==> src/acd_pkg.sv <==
// ----------------------------------------------------------------------------
// acd_pkg
// Types and fixed constants shared by the allpass cascade decorrelator.
// ----------------------------------------------------------------------------
package acd_pkg;

   localparam int SAMPLE_W    = 24;
   localparam int COEF_W      = 24;
   localparam int PROD_W      = 48;
   localparam int ACC_W       = 56;
   localparam int ROUND_SHIFT = 22;
   localparam int LENF_W      = 11;
   localparam int STAGEF_W    = 4;
   localparam int CFG_W       = 5;
   localparam int REQ_DATA_W  = 112;
   localparam int REQ_USER_W  = 2;

   // unity weight in Q2.22
   localparam logic signed [COEF_W-1:0] UNITY_COEF = 24'sh400000;
   localparam logic signed [ACC_W-1:0]  ROUND_BIAS = 56'sd2097152;
   localparam logic signed [ACC_W-1:0]  SAT_HI_ACC = 56'sd8388607;
   localparam logic signed [ACC_W-1:0]  SAT_LO_ACC = -56'sd8388608;
   localparam logic signed [SAMPLE_W-1:0] SAT_HI  = 24'sd8388607;
   localparam logic signed [SAMPLE_W-1:0] SAT_LO  = -24'sd8388608;

   localparam logic [CFG_W-1:0] STAGES_RESET = 5'd6;

   localparam logic ACT_SAMPLE = 1'b0;
   localparam logic ACT_LOAD   = 1'b1;

   typedef enum logic [2:0] {
      ST_IDLE,
      ST_READ,
      ST_MAC,
      ST_WRITE,
      ST_DONE
   } state_type;

   // product terms in issue order; the last code only drains the product
   typedef enum logic [2:0] {
      TERM_B1_X,
      TERM_B0_XH0,
      TERM_A1_XH2,
      TERM_U_XH1,
      TERM_A1_YH0,
      TERM_B0_YH2,
      TERM_B1_YH1,
      TERM_FLUSH
   } term_type;

   typedef struct packed {
      logic clear;
      logic issue;
      logic sub;
   } mac_ctl_type;

endpackage

==> src/acd_mac.sv <==
// ----------------------------------------------------------------------------
// acd_mac
// Shared multiply-accumulate unit with Q3.45 to Q1.23 round and saturate.
// ----------------------------------------------------------------------------
module acd_mac (
   input  logic                                     clock,
   input  logic                                     reset,
   input  acd_pkg::mac_ctl_type                     ctl,
   input  logic signed [acd_pkg::COEF_W-1:0]        coef,
   input  logic signed [acd_pkg::SAMPLE_W-1:0]      sample,
   output logic signed [acd_pkg::SAMPLE_W-1:0]      result
);

   logic signed [acd_pkg::PROD_W-1:0] prod_ff;
   logic                              sub_ff;
   logic                              pv_ff;
   logic signed [acd_pkg::ACC_W-1:0]  acc_ff;
   logic signed [acd_pkg::ACC_W-1:0]  prod_ext;
   logic signed [acd_pkg::ACC_W-1:0]  rnd_sum;
   logic signed [acd_pkg::ACC_W-1:0]  quot;

   always_ff @(posedge clock) begin
      if (ctl.issue) begin
         prod_ff <= coef * sample;
         sub_ff  <= ctl.sub;
      end
   end

   assign prod_ext = acd_pkg::ACC_W'(prod_ff);

   always_ff @(posedge clock) begin
      if (reset) begin
         pv_ff  <= 1'b0;
         acc_ff <= '0;
      end else if (ctl.clear) begin
         pv_ff  <= 1'b0;
         acc_ff <= '0;
      end else begin
         pv_ff <= ctl.issue;
         if (pv_ff) begin
            acc_ff <= sub_ff ? acc_ff - prod_ext : acc_ff + prod_ext;
         end
      end
   end

   // add half, floor
   assign rnd_sum = acc_ff + acd_pkg::ROUND_BIAS;
   assign quot    = rnd_sum >>> acd_pkg::ROUND_SHIFT;

   always_comb begin
      if (quot > acd_pkg::SAT_HI_ACC) begin
         result = acd_pkg::SAT_HI;
      end else if (quot < acd_pkg::SAT_LO_ACC) begin
         result = acd_pkg::SAT_LO;
      end else begin
         result = quot[acd_pkg::SAMPLE_W-1:0];
      end
   end

endmodule

==> config.mk <==
export PLATFORM = sky130hd
export DESIGN_NAME = acd_mac
export DESIGN_NICKNAME = d
export VERILOG_FILES = /design/src/acd_pkg.sv /design/src/acd_mac.sv
export SDC_FILE = /design/constraint.sdc
export NUM_CORES = 2
export LEC_CHECK = 0
export ABC_AREA = 1
export ABC_CLOCK_PERIOD_IN_PS = 21900
export BUFFER_PORTS_ARGS = -buffer_cell sky130_fd_sc_hd__buf_2
export CAP_MARGIN = 20
export CORE_AREA = 2 2 260 326
export CTS_BUF_LIST = sky130_fd_sc_hd__clkbuf_4
export DETAILED_ROUTE_END_ITERATION = 16
export DIE_AREA = 0 0 262 328
export MAX_ROUTING_LAYER = met4
export PLACE_DENSITY = 0.61
export SLEW_MARGIN = 30
export SYNTH_ARGS = -nofsm -noshare
export SYNTH_HDL_FRONTEND = slang
export SYNTH_SLANG_ARGS = --single-unit
==> constraint.sdc <==
create_clock -name clock -period 21.9 [get_ports clock]
set_clock_uncertainty 0.15 [all_clocks]
set_input_delay 6.57 -clock clock [delete_from_list [all_inputs] [get_ports clock]]
set_output_delay 6.57 -clock clock [all_outputs]
set_load 0.01 [all_outputs]
* Word-level counts from Yosys, hierarchy flattened
Index checks and enable logic that the tools add are counted.
Word-level totals: flip-flop bits (word level) 106, output and inout port bits 24
Operators by class: multiplexer cells 3, $mul 1, order comparisons 2, add/subtract/negate cells 3, reductions and logical operators 1
Operators by type and width (count):
- $add 56x23->56 const B | 1
- $add 56x48->56 | 1
- $mux 56 | 1
- $sub 56x48->56 | 1
- $mul 24x24->48 | 1
- $mux 24 | 2
- $gt 34x24->1 const B | 1
- $lt 34x24->1 const B | 1
- $reduce_or 2->1 | 1

* Depth between registers and ports, before layout
word-level depth 4, gate-level depth with buffers 30, mapped depth without buffers 29

* Worst setup path before layout
OpenSTA, ideal clock, no wires.
path type input -> register, from input coef[23] in the netlist's numbering, to register prod_ff[46] in the netlist's numbering, data pin, slack 8883 ps, required time 21492 ps, setup time 258 ps, stages on the path 27, arrival time 12609 ps, buffers on the path 1, cell sequence clkbuf_1 -> nand2_1 -> inv_1 -> fa_1 -> fa_1 -> inv_1 -> fa_1 -> inv_1 -> fa_1 -> fa_1 -> fa_1 -> inv_1 -> fa_1 -> inv_1 -> ha_1 -> nand2_1 -> nor2_1 -> inv_1 -> nor2_1 -> and3_1 -> nand3_1 -> nand3_1 -> nand2_1 -> inv_1 -> nor2_1 -> nand2_1 -> nand2_1
On the way: word-level cells in the longest chain between the ends 1
Ends and longest elaborated chain:
- from (decl) | line acd_mac.sv:9 | input logic signed [acd_pkg::COEF_W-1:0] coef,
- $mul 24x24->48 | line acd_mac.sv:24 | prod_ff <= coef * sample;
- to (signal assigned) | line acd_mac.sv:24
- to (decl) | line acd_mac.sv:14 | logic signed [acd_pkg::PROD_W-1:0] prod_ff;
Every way passes these cells. A chain may end at the register's enable or synchronous reset.

* Final worst setup path
from input sample[0] in the netlist's numbering, to register prod_ff[46] in the netlist's numbering, data pin
On the way: word-level cells in the longest chain between the ends 1
Ends and longest elaborated chain:
- from (decl) | line acd_mac.sv:10 | input logic signed [acd_pkg::SAMPLE_W-1:0] sample,
- $mul 24x24->48 | line acd_mac.sv:24
Every way passes these cells.

==> results_dict.tcl <==
set metrics [dict create \
    antenna_found_initial 1 \
    hold_violations 0 \
    syn_nets 5435 \
    grt_pass1_vias 29100 \
    rows 118 \
    syn_avg_cell_area_sq_um 7.16 \
    die_w_um 262 \
    post-place-cells 5622 \
    yosysWarnings 0 \
    final_max_slew_viol_count 0 \
    portBuffers 76 \
    tightest_slew_ns 0.949 \
    drc_errors 0 \
    root_buffer "clkbuf_4" \
    whs_ns 0.378 \
    die_h_um 328 \
    fin_crit_ns 13.17 \
    drtIter0Drc 1630 \
    areaGrowthSynthToFinish_pct 4.44 \
    layout-drive-gt1-share_pct 2.92 \
    synthFlopType "dfxtp_1" \
    place.gp.congestion 0.984 \
    required_ns 22.13 \
    cts.reportedPaths.clkPinSlew_ns 0.21 \
    totalWireLength_mm 98.6 \
    setup_violations 0 \
    clock_latency_ns 0.63 \
    utilization_pct 41.5 \
    nNetsFinal 5405 \
    tritoncts.num_buffers 9 \
    grt_pass1_wl_mm 158 \
    core_sq_um 82700 \
    outcome "complete, no violations" \
    netlist_instances 4583 \
    critical_path_class "input port to register" \
    cts_tree "done" \
    start_util_pct 39.7 \
    path_max_fanout 24 \
    min_path_type "register to register" \
    drv_cap 0 \
    post_cts_buffers 0 \
    route.detailed.wl_per_inst_um 17.5 \
    dieArea_sq_um 85900 \
    yosysSeqAreaShare_pct 7.96 \
    vias 27700 \
    synth.distinct_cells 44 \
    period_share_pct 60.1 \
    synth_edf_count 49 \
    setup-tns-final_ns 0 \
    async_flop_share_pct 0 \
    clockBufferDepth 2 \
    dr.pass1.iters 9 \
    rsz0062_at_grt "false" \
    timing.fmax_mhz 75.9 \
    ys_ff_latch 106 \
    worstPathArrival_ns 13.40 \
    hold_buffers 0 \
    grt_max_degree 52 \
    cp-start-kind "input port" \
    viasPerCell 4.91 \
    io-pin-count 77 \
    grt_overflow 0 \
    ctsResizeCount 0 \
    grt_usage_pct 24.5 \
    h-tree-depth 3 \
    cp-end-kind "register" \
    slew_headroom_pct 36.7 \
    synth_area_sq_um 32800 \
    cts_sinks 106 \
    finalNonFillerCells 5639 \
    ant_nets 0 \
    dp_hpwl_mm 84.1 \
]
-- stage by stage --
step                      instance area [sq um]  setup slack (ns)
after floorplan                           32800              8.88
after detailed placement                  34100              8.03
after global placement                    34100              8.10
final                                     34300              8.73
after global routing                      34300              8.26
after CTS                                 34300              8.71
-- synthesized netlist by cell type, types with 3 or more instances --
master,count,area (sq um)
nand4_1,39,244
o21bai_1,36,270
edfxtp_1,49,1470
nor3_1,46,230
nand3_1,129,646
and3_1,6,37.5
inv_2,4,15.0
xor2_1,108,946
nor3_2,4,40.0
dfxtp_1,57,1140
o211ai_1,7,52.6
or2_2,10,62.6
o21ai_0,114,571
clkbuf_1,117,439
a21oi_1,163,816
nand3b_1,6,45.0
buf_1,3,11.3
nor2_2,3,18.8
nor2_1,369,1390
nand2_1,1186,4450
clkinv_1,3,11.3
nor2_4,3,33.8
a21boi_0,3,22.5
a21o_1,7,52.6
xnor2_1,32,280
ha_1,191,2390
inv_1,1234,4630
fa_1,608,12200
a31oi_1,10,62.6
nand2_2,4,25.0
nor4_1,14,87.6
-- sequential cells by signal, summed over array words and instances (netlist names) --
signal / flops
pv_ff: 1
prod_ff: 48
sub_ff: 1
acc_ff: 56
-- cells in the final DEF, fill, tap and decap left out, drive strengths merged, types with 14 or more instances in the layout --
| master | Yosys | routed |
|---|---|---|
| a21oi | 163 | 163 |
| buf | 7 | 83 |
| dfxtp | 57 | 57 |
| edfxtp | 49 | 49 |
| fa | 608 | 608 |
| ha | 191 | 191 |
| inv | 1238 | 1240 |
| nand2 | 1190 | 1190 |
| nand3 | 129 | 129 |
| nand4 | 39 | 39 |
| nor2 | 375 | 375 |
| nor3 | 51 | 51 |
| nor4 | 14 | 14 |
| o21ai | 114 | 114 |
| o21bai | 36 | 36 |
| xnor2 | 32 | 32 |
| xor2 | 109 | 109 |
-- worst paths after layout --
path,cells past startpoint,slack [ns],from,end
worst max-delay path,27,8.73,sample[0],prod_ff[46]
worst min register to register,2,0.38,acc_ff[1],acc_ff[1]
worst max register to register,23,17.02,prod_ff[0],acc_ff[55]
worst min-delay path,2,0.38,acc_ff[1],acc_ff[1]
-- layout make-up --
type | instances | area, sq um
Timing Repair Buffer | 83 | 435
Clock buffer | 9 | 67.6
Clock inverter | 7 | 88.8
Tap cell | 1080 | 1350
Inverter | 1241 | 4660
Multi-Input combinational cell | 3112 | 25100
Antenna cell | 1 | 2.50
Sequential cell | 106 | 2610
Fill cell | 8814 | 48400
-- metal layers --
layer  track usage, %  vias up  routed length (um)
met2             44.1      738               51000
met3             1.40      158                3850
li1                 -    13300                   -
met4             8.35        0                3500
met1             28.8    13400               40300
met5                -        -                   0
-- critical path: stages --
cell and delay, ns:
buf_2 0.40, nand2_1 0.17, inv_1 0.16, fa_1 0.55
fa_1 0.71, inv_1 0.21, fa_1 0.51, inv_1 0.41
fa_1 0.53, fa_1 0.50, fa_1 0.49, inv_1 0.05
fa_1 0.47, inv_1 0.04, ha_1 0.37, nand2_1 0.13
nor2_1 0.11, inv_1 0.05, nor2_1 0.13, and3_1 0.19
nand3_1 0.08, nand3_1 0.23, nand2_1 0.07, inv_1 0.07
nor2_1 0.04, nand2_1 0.06, nand2_1 0.05
-- cell families after synthesis --
family	count (synthesis)	synth area share, %
fa+ha+maj	799	44.4
xor+xnor	141	3.78
simple gates	1824	22.4
flops	106	7.96
compound gates	348	5.83
buf+inv	1365	15.7
Power is not shown: default switching activity piles up to over one toggle a cycle in this logic, so the estimate is an artifact.
